===== config.mk =====
export PLATFORM = sky130hd
export DESIGN_NAME = rbce_queue
export DESIGN_NICKNAME = d
export VERILOG_FILES = /design/src/hw/rtl/assert_macros.svh /design/src/hw/rtl/rbce_pkg.sv /design/src/hw/rtl/rbce_queue.sv
export SDC_FILE = /design/constraint.sdc
export NUM_CORES = 1
export LEC_CHECK = 0
export CAP_MARGIN = 5
export CORE_MARGIN = 3
export CORE_UTILIZATION = 52
export CTS_BUF_LIST = sky130_fd_sc_hd__clkbuf_16
export CTS_CLUSTER_SIZE = 24
export DETAILED_ROUTE_END_ITERATION = 10
export DONT_BUFFER_PORTS = 1
export PLACE_DENSITY = 0.66
export SLEW_MARGIN = 25
export SYNTH_ARGS = -nofsm -noshare
export SYNTH_HDL_FRONTEND = slang
export SYNTH_SLANG_ARGS = --single-unit

===== constraint.sdc =====
create_clock -name clk_i -period 7.5 [get_ports clk_i]
set_clock_uncertainty 0.1 [all_clocks]
set_input_delay 1.875 -clock clk_i [delete_from_list [all_inputs] [get_ports clk_i]]
set_output_delay 1.875 -clock clk_i [all_outputs]
set_load 0.05 [all_outputs]

===== src/hw/rtl/assert_macros.svh =====
// assertion helpers, sampled on the rising edge of clk_i, off while rst_ni is low
`ifndef ASSERT_MACROS_SVH
`define ASSERT_MACROS_SVH

// same-cycle implication
`define ASSERT_IMPL(label, ante, cons) \
  label: assert property (@(posedge clk_i) disable iff (!rst_ni) (ante) |-> (cons)) \
    else $error("assertion failed");

// next-cycle implication
`define ASSERT_NEXT(label, ante, cons) \
  label: assert property (@(posedge clk_i) disable iff (!rst_ni) (ante) |=> (cons)) \
    else $error("assertion failed");

`endif


===== src/hw/rtl/rbce_pkg.sv =====
`timescale 1ns / 1ps
package rbce_pkg;

  localparam int KEY_BLOCKS_DEF = 8192;
  localparam int BLK_W          = 13;   // block number field, bits 23..11 of r2
  localparam int QUEUE_DEPTH    = 2;

  localparam logic [23:0] TARGET_MASK   = 24'hfffffe;
  localparam logic [8:0]  SVC_ZERO_CODE = 9'h100;

  typedef enum logic [3:0] {
    OP_SPM  = 4'h4,
    OP_BALR = 4'h5,
    OP_BCTR = 4'h6,
    OP_BCR  = 4'h7,
    OP_SSK  = 4'h8,
    OP_ISK  = 4'h9,
    OP_SVC  = 4'ha,
    OP_MVCL = 4'he,
    OP_CLCL = 4'hf
  } op_e;

  typedef enum logic [1:0] {
    PCHK_NONE      = 2'd0,
    PCHK_OPERATION = 2'd1,
    PCHK_PRIVILEGE = 2'd2,
    PCHK_SPEC      = 2'd3
  } pchk_e;

  typedef enum logic [1:0] {
    KEY_NONE,
    KEY_SET,
    KEY_INSERT
  } key_op_e;

  typedef struct packed {
    logic [3:0]  opcode;
    logic [7:0]  operand_byte;
    logic [31:0] first_reg_value;
    logic [31:0] second_reg_value;
    logic [23:0] instr_address;
    logic [1:0]  cond_code;
    logic [3:0]  program_mask;
    logic [1:0]  length_code;
    logic        problem_state;
  } rr_item_t;

  typedef struct packed {
    logic [23:0] next_address;
    logic [1:0]  new_cond_code;
    logic [3:0]  new_program_mask;
    logic        reg_write;
    logic [3:0]  reg_number;
    logic [31:0] reg_value;
    logic [1:0]  program_check;
    logic        svc_request;
    logic [8:0]  svc_code;
  } rr_result_t;

  // classified item handed from the front to the back
  typedef struct packed {
    rr_result_t       res;
    key_op_e          key_op;
    logic [4:0]       key_data;
    logic [BLK_W-1:0] blk;
    logic [BLK_W-1:0] blk_quot;
  } rbce_entry_t;

  typedef struct packed {
    logic full;
    logic valid;
  } q_status_t;

endpackage


===== src/hw/rtl/rbce_queue.sv =====
`timescale 1ns / 1ps
module rbce_queue (
  input  logic                  clk_i,
  input  logic                  rst_ni,
  input  logic                  push_i,
  input  rbce_pkg::rbce_entry_t push_data_i,
  input  logic                  pop_i,
  output rbce_pkg::rbce_entry_t pop_data_o,
  output rbce_pkg::q_status_t   status_o
);
  import rbce_pkg::*;

  localparam int PTR_W = $clog2(QUEUE_DEPTH);
  localparam int CNT_W = $clog2(QUEUE_DEPTH + 1);

  rbce_entry_t      slot_q [QUEUE_DEPTH];
  logic [PTR_W-1:0] wr_ptr_q, wr_ptr_d;
  logic [PTR_W-1:0] rd_ptr_q, rd_ptr_d;
  logic [CNT_W-1:0] cnt_q, cnt_d;

  assign status_o.full  = (cnt_q == CNT_W'(QUEUE_DEPTH));
  assign status_o.valid = (cnt_q != '0);
  assign pop_data_o     = slot_q[rd_ptr_q];

  always_comb begin
    wr_ptr_d = wr_ptr_q;
    rd_ptr_d = rd_ptr_q;
    cnt_d    = cnt_q;
    if (push_i) begin
      wr_ptr_d = (wr_ptr_q == PTR_W'(QUEUE_DEPTH - 1)) ? '0 : wr_ptr_q + 1'b1;
    end
    if (pop_i) begin
      rd_ptr_d = (rd_ptr_q == PTR_W'(QUEUE_DEPTH - 1)) ? '0 : rd_ptr_q + 1'b1;
    end
    if (push_i && !pop_i) begin
      cnt_d = cnt_q + 1'b1;
    end else if (pop_i && !push_i) begin
      cnt_d = cnt_q - 1'b1;
    end
  end

  always_ff @(posedge clk_i or negedge rst_ni) begin
    if (!rst_ni) begin
      wr_ptr_q <= '0;
      rd_ptr_q <= '0;
      cnt_q    <= '0;
    end else begin
      wr_ptr_q <= wr_ptr_d;
      rd_ptr_q <= rd_ptr_d;
      cnt_q    <= cnt_d;
    end
  end

  always_ff @(posedge clk_i) begin
    if (push_i) begin
      slot_q[wr_ptr_q] <= push_data_i;
    end
  end

endmodule


* Word-level counts from Yosys, hierarchy flattened
Memory sizes are Yosys's and may differ from the RTL's.
Index checks and enable logic that the tools add are counted.
** Operators by class
- Add/subtract/negate cells :: 4
- Eq/ne operators :: 1
- Reduce and logical (&&, ||, !) cells :: 6
- Multiplexer cells :: 6
** Operators with widths (count)
- $mux W1 :: 4
- $mux W2 :: 2
- $reduce_bool A2 Y1 :: 2
- $add A1 B1 Y1 const B :: 2
- $add A2 B1 Y2 const B :: 1
- $eq A2 B2 Y1 const B :: 1
- $logic_and A1 B1 Y1 :: 2
- $logic_not A1 Y1 :: 2
- $sub A2 B1 Y2 const B :: 1
** Storage, ports and cells
- Memory bits (writable) :: 224
- Output and inout bits :: 114
- Memories :: 1
- Input port bits :: 116
- Word-level logic and storage cells :: 21
- Bits in registers :: 4
** Memory list
- slot_q :: depth 2, bits a word 112, rd ports 1, clocked after Yosys merged registers in 0, wr ports 1, RTL line rbce_queue.sv:16 : rbce_entry_t slot_q [QUEUE_DEPTH];

* Depth between registers and ports, before layout
- Depth in word-level cells :: 4
- Mapped depth :: 5
- Mapped depth without buffers :: 5

* Least setup slack after synthesis
OpenSTA, ideal clock, no wires.
- Path kind :: input to register
- Start point :: in push_i
- End point :: mem slot_q[0][0] in the netlist's numbering (enable)
- Stages on the path :: 1
- Path buffers :: 0
- Data required time :: 6.803 ns
- Arrival time :: 6.740 ns
- Setup time :: 0.597 ns
- Slack :: 0.063 ns
- Cells stage by stage :: nor2b_1
** Between the ends
- Longest elaborated chain between the ends :: 2
** RTL lines
- from (decl) :: RTL line rbce_queue.sv:5 : input logic push_i,
- $mux W1 :: RTL line rbce_queue.sv:55 : if (push_i) begin
- $mux W1 (not written as such) :: RTL line rbce_queue.sv:56 : slot_q[wr_ptr_q] <= push_data_i;
- to (decl) :: RTL line rbce_queue.sv:16
Every way passes these cells.

==> summary.txt <==
CTS
  • Hold-fix buffers at CTS: 0
  • Number of post-CTS setup repair buffers: 0
  • Clock Latency Late Sink: 0.49 ns
  • TritonCTS Buffers: 23
  • Clock buffer depth: 3
  • CTS root buffer: clkbuf_16
  • CTS tree: done
  • CTS sink cnt: between 200 and 250
  • Resize count post-CTS: 0
  • Clk slew on worst S/H paths: 0.06 ns
  • Htree depth: 1

Detailed routing
  • Drt via density: 5.41
  • Initial DRT Pass Iterations: 4
  • Routed Antenna Nets: 0
  • Remaining DRCs: 0
  • Avg WL per Cell: 22.6 um
  • 1st-iter DRT viols: 173
  • Total Wirelength: ~14000 um
  • DR vias: 3317

Critical path
  • Slowest Stage Delay on Critical Path: 0.74 ns
  • CP bufs+invs: 1
  • Worst r2r path cells: 2
  • CP delay by family, top: buffers and inverters
  • CP Class: reg -> out
  • Worst EP arrival: 2.49 ns
  • Setup crit start kind: flop
  • Worst path cell trace: buf_4 -> mux2_2
  • Crit path depth: 2
  • Critical path fanouts, max: 48
  • Crit path capture type: output port
  • Slowest cell on crit path: buf_4
  • Required time of the critical path: 5.53 ns

Yosys
  • Mean Syn Cell Area: roughly 23 um2
  • Dominant synthesized flop cell: edfxtp_1
  • Synth Net Count: just under 500
  • Synth top area cells: edfxtp_1 (79%), mux2_4 (12%), mux2_2 (5.5%)
  • Synthesized area: roughly 0.0086 mm2
  • Mapped Cells: 365
  • Post-synthesis cell type count: 15
  • FF+latch count, synth: 228
  • Top cells by count, synth: edfxtp_1 (224), mux2_4 (70), mux2_2 (42), buf_6 (8)
  • Yosys top cell area share: 78.5%
  • Most frequent cell after synthesis: edfxtp_1
  • Async set-reset flop share out of synthesis: 1.75%
  • Post-synth EDFFs: between 200 and 250
  • Top cell type by total area after synthesis: edfxtp_1
  • Post-synthesis sequential area ratio: 79.7%
  • Ys Warns: 0

Timing
  • RSZ-0062 raised after global routing: false
  • Worst-Margin Slew: 0.984 ns
  • Final min period: 4.47 ns
  • TNS Setup: 0 ns
  • Fin. Hold Viols: 0
  • Fmax: ~220 MHz
  • Setup violators final: 0
  • Fin crit share: 59.6%
  • Final hold slack: 0.383 ns
  • Slew Viols, Final: 0
  • Worst relative slew slack: about a third

Global routing
  • Largest net degree at the start of global routing: just under 80
  • GR Overflow Total: 0
  • GRT Total Usage: about 15%
  • Vias in the first global route: 3545
  • Global-route wire length before repair: 20400 um
  • Initial antenna violation count: 0

Power and ir drop
  • Lkg Pwr: between 3 and 4 nW
  • Worst vdd ir: between 300 and 400 uV
  • Total Power: roughly 0.0046 W
  • Power density over the cells: 484 mW/mm2

Min path
  • Type of the most critical hold path: reg -> reg
  • Hold depth: 1

Place
  • Post-DP HPWL: 9080 um
  • GPL Wtd Cong: 0.647
  • Port Buffers: 0

Final layout
  • # diodes: 0
  • Layout cells sized above 1: a little under two fifths
  • Util after Layout: 59.2%
  • Final #Nets: between 400 and 500
  • Multi-input gate area: 0.00162 mm2
  • Filler Cells Inserted: about 1200
  • Area Growth Syn to Fin: 10.7%
  • Reg area: ~0.0068 mm2

Floorplanning
  • Starting Density: 53.5%
  • Core Footprint: around 0.016 mm2
  • # IOs: 230
  • Die Ht: 134 um
  • Row cnt: 46
  • Width of the die: approximately 130 um
  • Die area: 0.0180 mm2

Run status
  • Outcome: finished clean

Run
  • Max Cap Violations: 0
## power breakdown
part,internal (W),switching (W)
clock,0.000625,0.000430
combinational,0.000439,0.00130
sequential,0.00170,0.0000881
total,0.00276,0.00182
## state kept, by name, indices dropped and copies added (netlist names)
| signal | flops |
|---|---|
| cnt_q | 2 |
| rd_ptr_q | 1 |
| slot_q | 224 |
| wr_ptr_q | 1 |
## kinds of logic after synthesis
group | share of synthesized area, %
xor+xnor | 0.511
buf+inv | 1.50
mux | 17.8
simple gates | 0.336
flops | 79.7
fa+ha+maj | 0.146
## layout by cell type (no fill, tap or decap), types with 2 or more instances in the layout
cell type	netlist	routed
xor2_1	4	4
inv_1	1	6
clkinv_2	0	2
mux2_2	42	42
clkinv_1	0	4
mux2_4	70	70
dfrtp_1	4	3
clkinvlp_4	0	2
edfxtp_1	224	224
bufinv_16	0	2
clkbuf_16	0	23
buf_4	0	4
## metrics by stage
| stage | instance area [um2] | setup WS (ns) | std cells |
|---|---|---|---|
| floorplan | 8560 | 0.0628 | 365 |
| global placement | 8760 | 3.55 | 573 |
| detailed placement | 8760 | 3.53 | 573 |
| CTS | 9470 | 2.99 | 613 |
| global route | 9480 | 2.91 | 613 |
| finish | 9480 | 3.03 | 613 |
## worst paths after layout
check	from	end	slack (ns)
min in group asynchronous	rst_ni	rd_ptr_q$_DFFE_PN0P_	0.97
max reg2reg	wr_ptr_q$_DFFE_PN0P_	slot_q[1][70]$_DFFE_PP_	5.39
min	cnt_q[1]$_DFFE_PN0P_	cnt_q[1]$_DFFE_PN0P_	0.38
max	rd_ptr_q$_DFFE_PN0P_	pop_data_o[91]	3.03
min reg2reg	cnt_q[1]$_DFFE_PN0P_	cnt_q[1]$_DFFE_PN0P_	0.38
max in group asynchronous	rst_ni	rd_ptr_q$_DFFE_PN0P_	6.26
## layout make-up
cell class	instances	share of cell area (%)
tap	216	2.85
sequential	228	72.1
multi-input combinational	123	17.1
clock buffer	23	6.07
timing repair buffer	5	0.436
inverter	1	0.0396
clock inverter	17	1.44
## metal layers
layer / track usage, % / routed length (um) / vias up
met2: 24.0 / 6670 / 166
met3: 7.54 / 1690 / 31
met4: 5.09 / 347 / 0
li1: - / - / 1479
met5: 0 / 0 / -
met1: 16.9 / 5170 / 1641
Power figures use the tool's default switching activity.
