$ cat src/hw/rtl/assert_macros.svh
// assertion helpers, sampled on the rising edge of clk_i, off while rst_ni is low
`ifndef ASSERT_MACROS_SVH
`define ASSERT_MACROS_SVH

// same-cycle implication
`define ASSERT_IMPL(label, ante, cons) \
  label: assert property (@(posedge clk_i) disable iff (!rst_ni) (ante) |-> (cons)) \
    else $error("assertion failed");

// next-cycle implication
`define ASSERT_NEXT(label, ante, cons) \
  label: assert property (@(posedge clk_i) disable iff (!rst_ni) (ante) |=> (cons)) \
    else $error("assertion failed");

`endif

$ cat src/hw/rtl/rbce_pkg.sv
`timescale 1ns / 1ps
package rbce_pkg;

  localparam int KEY_BLOCKS_DEF = 8192;
  localparam int BLK_W          = 13;   // block number field, bits 23..11 of r2
  localparam int QUEUE_DEPTH    = 2;

  localparam logic [23:0] TARGET_MASK   = 24'hfffffe;
  localparam logic [8:0]  SVC_ZERO_CODE = 9'h100;

  typedef enum logic [3:0] {
    OP_SPM  = 4'h4,
    OP_BALR = 4'h5,
    OP_BCTR = 4'h6,
    OP_BCR  = 4'h7,
    OP_SSK  = 4'h8,
    OP_ISK  = 4'h9,
    OP_SVC  = 4'ha,
    OP_MVCL = 4'he,
    OP_CLCL = 4'hf
  } op_e;

  typedef enum logic [1:0] {
    PCHK_NONE      = 2'd0,
    PCHK_OPERATION = 2'd1,
    PCHK_PRIVILEGE = 2'd2,
    PCHK_SPEC      = 2'd3
  } pchk_e;

  typedef enum logic [1:0] {
    KEY_NONE,
    KEY_SET,
    KEY_INSERT
  } key_op_e;

  typedef struct packed {
    logic [3:0]  opcode;
    logic [7:0]  operand_byte;
    logic [31:0] first_reg_value;
    logic [31:0] second_reg_value;
    logic [23:0] instr_address;
    logic [1:0]  cond_code;
    logic [3:0]  program_mask;
    logic [1:0]  length_code;
    logic        problem_state;
  } rr_item_t;

  typedef struct packed {
    logic [23:0] next_address;
    logic [1:0]  new_cond_code;
    logic [3:0]  new_program_mask;
    logic        reg_write;
    logic [3:0]  reg_number;
    logic [31:0] reg_value;
    logic [1:0]  program_check;
    logic        svc_request;
    logic [8:0]  svc_code;
  } rr_result_t;

  // classified item handed from the front to the back
  typedef struct packed {
    rr_result_t       res;
    key_op_e          key_op;
    logic [4:0]       key_data;
    logic [BLK_W-1:0] blk;
    logic [BLK_W-1:0] blk_quot;
  } rbce_entry_t;

  typedef struct packed {
    logic full;
    logic valid;
  } q_status_t;

endpackage

$ cat src/hw/rtl/rbce_front.sv
`timescale 1ns / 1ps
module rbce_front #(
  parameter int KEY_BLOCKS = rbce_pkg::KEY_BLOCKS_DEF
) (
  input  logic                  clk_i,
  input  logic                  rst_ni,
  input  logic                  cfg_we_i,
  input  logic                  cfg_wdata_i,
  input  rbce_pkg::rr_item_t    item_i,
  output rbce_pkg::rbce_entry_t entry_o
);
  import rbce_pkg::*;

  // block number modulo KEY_BLOCKS: quotient by reciprocal here, remainder in the back
  localparam int KEY_IDX_W   = $clog2(KEY_BLOCKS);
  localparam int RECIP_SHIFT = BLK_W + KEY_IDX_W;
  localparam int RECIP_MUL   = ((1 << RECIP_SHIFT) + KEY_BLOCKS - 1) / KEY_BLOCKS;
  localparam int MUL_W       = BLK_W + 2;
  localparam int PROD_W      = BLK_W + MUL_W;

  logic              fetch_prot_q;
  logic [23:0]       seq_addr;
  logic [23:0]       target;
  logic [3:0]        r1;
  logic [3:0]        r2;
  logic [31:0]       dec_val;
  logic [BLK_W-1:0]  blk;
  logic [PROD_W-1:0] quot_prod;

  always_ff @(posedge clk_i or negedge rst_ni) begin
    if (!rst_ni) begin
      fetch_prot_q <= 1'b1;
    end else if (cfg_we_i) begin
      fetch_prot_q <= cfg_wdata_i;
    end
  end

  assign seq_addr  = item_i.instr_address + 24'd2;
  assign target    = item_i.second_reg_value[23:0] & TARGET_MASK;
  assign r1        = item_i.operand_byte[7:4];
  assign r2        = item_i.operand_byte[3:0];
  assign dec_val   = item_i.first_reg_value - 32'd1;
  assign blk       = item_i.second_reg_value[23:11];
  assign quot_prod = PROD_W'(blk) * PROD_W'(RECIP_MUL);

  always_comb begin
    entry_o                      = '0;
    entry_o.key_op               = KEY_NONE;
    entry_o.blk                  = blk;
    entry_o.blk_quot             = BLK_W'(quot_prod >> RECIP_SHIFT);
    entry_o.key_data             = {item_i.first_reg_value[7:4],
                                    item_i.first_reg_value[3] & fetch_prot_q};
    entry_o.res.next_address     = seq_addr;
    entry_o.res.new_cond_code    = item_i.cond_code;
    entry_o.res.new_program_mask = item_i.program_mask;
    entry_o.res.program_check    = PCHK_NONE;
    case (op_e'(item_i.opcode))
      OP_SPM: begin
        entry_o.res.new_cond_code    = item_i.first_reg_value[29:28];
        entry_o.res.new_program_mask = item_i.first_reg_value[27:24];
      end
      OP_BALR: begin
        entry_o.res.reg_write  = 1'b1;
        entry_o.res.reg_number = r1;
        entry_o.res.reg_value  = {item_i.length_code, item_i.cond_code,
                                  item_i.program_mask, seq_addr};
        if (r2 != 4'd0) begin
          entry_o.res.next_address = target;
        end
      end
      OP_BCTR: begin
        entry_o.res.reg_write  = 1'b1;
        entry_o.res.reg_number = r1;
        entry_o.res.reg_value  = dec_val;
        if (dec_val != 32'd0 && r2 != 4'd0) begin
          entry_o.res.next_address = target;
        end
      end
      OP_BCR: begin
        if (item_i.operand_byte[{1'b1, ~item_i.cond_code}] && r2 != 4'd0) begin
          entry_o.res.next_address = target;
        end
      end
      OP_SSK, OP_ISK: begin
        if (item_i.problem_state) begin
          entry_o.res.program_check = PCHK_PRIVILEGE;
        end else if (item_i.second_reg_value[3:0] != 4'd0) begin
          entry_o.res.program_check = PCHK_SPEC;
        end else if (op_e'(item_i.opcode) == OP_SSK) begin
          entry_o.key_op = KEY_SET;
        end else begin
          entry_o.key_op         = KEY_INSERT;
          entry_o.res.reg_write  = 1'b1;
          entry_o.res.reg_number = r1;
          entry_o.res.reg_value  = item_i.first_reg_value;
        end
      end
      OP_SVC: begin
        entry_o.res.svc_request = 1'b1;
        entry_o.res.svc_code    = (item_i.operand_byte == 8'd0) ? SVC_ZERO_CODE
                                                                : {1'b0, item_i.operand_byte};
      end
      OP_MVCL, OP_CLCL: begin
        entry_o.res.next_address = seq_addr;
      end
      default: begin
        entry_o.res.program_check = PCHK_OPERATION;
      end
    endcase
  end

endmodule

$ cat config.mk
export PLATFORM = sky130hd
export DESIGN_NAME = rbce_front
export DESIGN_NICKNAME = d
export VERILOG_FILES = /design/src/hw/rtl/assert_macros.svh /design/src/hw/rtl/rbce_pkg.sv /design/src/hw/rtl/rbce_front.sv
export SDC_FILE = /design/constraint.sdc
export NUM_CORES = 1
export LEC_CHECK = 0
export BUFFER_PORTS_ARGS = -buffer_cell sky130_fd_sc_hd__buf_2
export CAP_MARGIN = 25
export CORE_MARGIN = 8
export CORE_UTILIZATION = 42
export CTS_BUF_LIST = sky130_fd_sc_hd__clkbuf_4 sky130_fd_sc_hd__clkbuf_8
export DETAILED_ROUTE_END_ITERATION = 10
export PLACE_DENSITY = 0.8
export SLEW_MARGIN = 20
export SYNTH_ARGS = -nofsm -noshare
export SYNTH_HDL_FRONTEND = slang
export SYNTH_SLANG_ARGS = --single-unit
$ cat constraint.sdc
create_clock -name clk_i -period 3.88 [get_ports clk_i]
set_clock_uncertainty 0.15 [all_clocks]
set_input_delay 0.776 -clock clk_i [delete_from_list [all_inputs] [get_ports clk_i]]
set_output_delay 0.776 -clock clk_i [all_outputs]
set_load 0.01 [all_outputs]
# Yosys cells after proc, flatten, opt, wreduce, memory -nomap -nowiden
# Cells that the tools add are included.
word_totals:
  out_inout_bits: 112
  elab_cells: 43
  in_bits: 113
  register_bits: 1
op_classes:
  n_bitwise: 2
  addsub: 2
  n_reduce_logical: 8
  muxes: 20
  eq_ne: 9
  order_cmp: 1
op_table:
  columns: ["op", "n"]
  rows:
  - ["$mux 37", 3]
  - ["$pmux 37 s3", 1]
  - ["$mux 24", 3]
  - ["$pmux 24 s3", 1]
  - ["$reduce_bool 32->1", 1]
  - ["$sub 32x1->32 const B", 1]
  - ["$add 24x2->24 const B", 1]
  - ["$eq 4x4->1 const B", 5]
  - ["$eq 4x3->1 const B", 4]
  - ["$mux 2", 6]
  - ["$mux 10", 1]
  - ["$mux 9", 1]
  - ["$logic_not 8->1", 1]
  - ["$reduce_bool 4->1", 2]
  - ["$reduce_or 7->1", 1]
  - ["$mux 6", 1]
  - ["$lt 3x4->1 const B", 1]
  - ["$pmux 2 s2", 1]
  - ["$bmux 1 s2", 1]
  - ["$logic_and 1x1->1", 2]
  - ["$not 2->2", 1]
  - ["$reduce_or 2->1", 1]
  - ["$and 1x1->1", 1]
  - ["$mux 1", 1]

# Depth between registers and ports, before layout
logic_depth:
  word_depth: 6
  mapped_depth: 12
  ltp_nobuf: 10

# Worst setup path after synthesis
# Ideal clock, no wire load.
synth_path:
  path_kind: "in2out"
  start: "input item_i[65] (netlist name)"
  end: "output entry_o[93] (netlist name)"
  setup_slack_ps: -182
  arrival_time_ps: 3136
  stages: 12
  required_time_ps: 2954
  path_buffers: 2
  cell_sequence: "inv_1 ha_1 nor3b_2 nand4_2 buf_4 o31ai_4 nand3_1 nor4b_2 a21oi_4 nand2b_4 buf_6 a22oi_1"
synth_rtl:
  columns: ["element", "line", "rtl"]
  rows:
  - ["start, declared", "rbce_front.sv:9", "input rbce_pkg::rr_item_t item_i,"]
  - ["end, declared", "rbce_front.sv:10", "output rbce_pkg::rbce_entry_t entry_o"]

==> results.ini <==
[layout]
stdcell_count=995
final_nets=1002
layout_commonest_cell=buf_2
seq_area_um2=26.3
n_antenna_cell=0
syn2layout_area_growth_pct=57.9
layout_common_cells=191 x buf_2, 106 x buf_4, 65 x o21ai_0
largest_reg_flops=1
layout-drive-gt1-share_pct=47.4
nFillCells=796
top_register=fetch_prot_q
reg.largest.list=fetch_prot_q: 1 flops
fin_util_pct=67.4
multiInputGateArea_mm2=0.00368

[routing]
totalWireLength_um=19100
routedWlPerCell_um=19.2
drtAntennaViolNets=0
highest_layer=met4
met1Wirelength_um=7370
drt-initial-drc-count=493
dr_wl_met2_um=8520
drc=0
vias_per_cell=6.17
routed-via-count=6137
drt_first_pass_iters=5
met3_length_um=2190

[timing]
timing.final.crit_share_pct=111
max_freq_mhz=233
tightest_slew_ps=505
rsz0062_at_grt=true
setup_viol=24
finalHoldViolations=0
min_period_ps=4290
slew_violations=0
max_slew_margin_pct=65.5
setup-tns-final_ps=-8310
worst_slack_ps=-410

[worst_setup_path]
required_ps=2950
worstPathArrival_ps=3360
cp_max_fo=7
cp-start-kind=input pin
cp-end-kind=output port
crit_type=in -> out

[yosys]
avgSynthCellArea_um2=6.33
synth.area.top_cells=o21ai_0 8.8%, a21oi_1 7.5%, buf_4 6.2%
synth_area_leader_cell=o21ai_0
synth_cells=614
yosysWarnings=0
synthArstFlopShare_pct=100
synth_top_area_share_pct=8.75
synth-edff-count=0
synth-seq-area-share_pct=0.676
yosys_register_bits=1
syn_area_mm2=0.00389
synth.distinct_cells=70
synth_ff_type=dfstp_2

[global_routing]
grt_max_degree=38
grt_pass1_vias=5895
grt_pass1_wl_um=29700
antenna_found_initial=0
grt-ovfl-total=0
grt_util_all_layers_pct=27.9

[die]
core_area_mm2=0.00911
start_util_pct=42.7
die_x_um=112
die_h_um=112
io_pins=225
rows=35
die_area_mm2=0.0126

[power_and_ir_drop]
power.leakage_uw=0.00277
power_density_mw_per_mm2=92.5
peakVddDrop_mv=0.0851

[run_status]
status=complete, but fails checks
violations=setup timing

[worst_hold_path]
hp-class=reg -> reg

[cts]
clock_latency_ps=0
cts.clk_slew.worst_paths_ps=0

[run]
cap_violations=0

[placed_design]
hpwl_um=14800
gp_congestion=0.967
dpl.cell_count=976
portBuffers=203

## layer usage
layer	up-vias	global-route usage [%]
met1	2783	32.9
li1	2843	-
met4	0	12.9
met2	421	46.5
met5	-	0
met3	90	6.98
## Yosys cell counts, types with 5 or more instances
library cell / n
o21ai_0: 68
a21oi_1: 58
nor2_1: 47
nand2_1: 45
clkbuf_1: 36
buf_4: 32
nand3_1: 22
nor3_1: 22
nand4_1: 19
o21ai_1: 16
xor2_1: 14
a22oi_1: 13
inv_1: 13
nor4_1: 13
or3_1: 13
xnor2_1: 13
o221ai_1: 12
and2_1: 11
a22oi_2: 9
and3_1: 9
nor2b_1: 8
or4_1: 8
mux2_2: 7
a21o_1: 6
a31oi_1: 6
a221o_1: 5
buf_6: 5
nand2b_1: 5
o211ai_1: 5
## power breakdown
group	switching, uW	internal (uW)
clock network	0	0
logic	308	247
registers	0.449	12.4
## layout make-up
class / count / share of cell area [%]
Sequential cell: 1 / 0.428
Multi-Input combinational cell: 536 / 60.0
Timing Repair Buffer: 334 / 36.5
Tap cell: 111 / 2.26
Inverter: 13 / 0.795
## worst max-delay path, stage by stage
cell and delay, ps:
buf_6 100, buf_6 110, nor4_4 370, nand4_4 160, buf_6 170, buf_6 120
nor2_4 110, xnor2_2 160, nand4_1 110, or4_4 610, o31a_1 310, o21a_1 110
buf_2 140
## per-stage QoR
stage / area, um2 / setup slack [ps] / hold slack [ps] / total power (uW)
after detailed placement: 5630 / -499 / 461 / 520
after CTS: 6040 / -339 / 461 / 549
final: 6140 / -410 / 460 / 568
after floorplan: 4030 / -11.4 / 449 / 283
after global placement: 5630 / -483 / 457 / 514
after global routing: 6140 / -505 / 472 / 607
## cell families (layout without fill, tap and decap cells)
kind of cell | count (synthesis) | count (layout) | share of synthesized area (%)
and+or+nand+nor | 250 | 250 | 37.0
xor gates and xnor gates | 27 | 27 | 6.08
buffers and inverters | 90 | 347 | 12.9
AOI/OAI and AO/OA | 234 | 235 | 39.7
adders and majority gates | 3 | 3 | 0.966
muxes | 8 | 8 | 2.61
DFF | 1 | 1 | 0.676
other | 1 | 13 | 0.0965
## path summary, 6_finish.rpt
check	startpoint	cells past startpoint	slack [ps]	end
max	item_i[65]	13	-410	entry_o[101]
min	fetch_prot_q	1	460	fetch_prot_q
max reg2reg	fetch_prot_q	1	3030	fetch_prot_q
min reg2reg	fetch_prot_q	1	460	fetch_prot_q
max in group asynchronous	rst_ni	1	3000	fetch_prot_q
min in group asynchronous	rst_ni	1	560	fetch_prot_q
## repair_timing
action / 4_1_cts / 5_1_grt
pin swaps: 29 / 17
resized for setup: 51 / 22
buffers inserted: 18 / 0
gates cloned: 2 / 0
hold buffers: 0 / 0
setup endpoints to repair: 24 / 33
(Power assumes the default switching activity.)
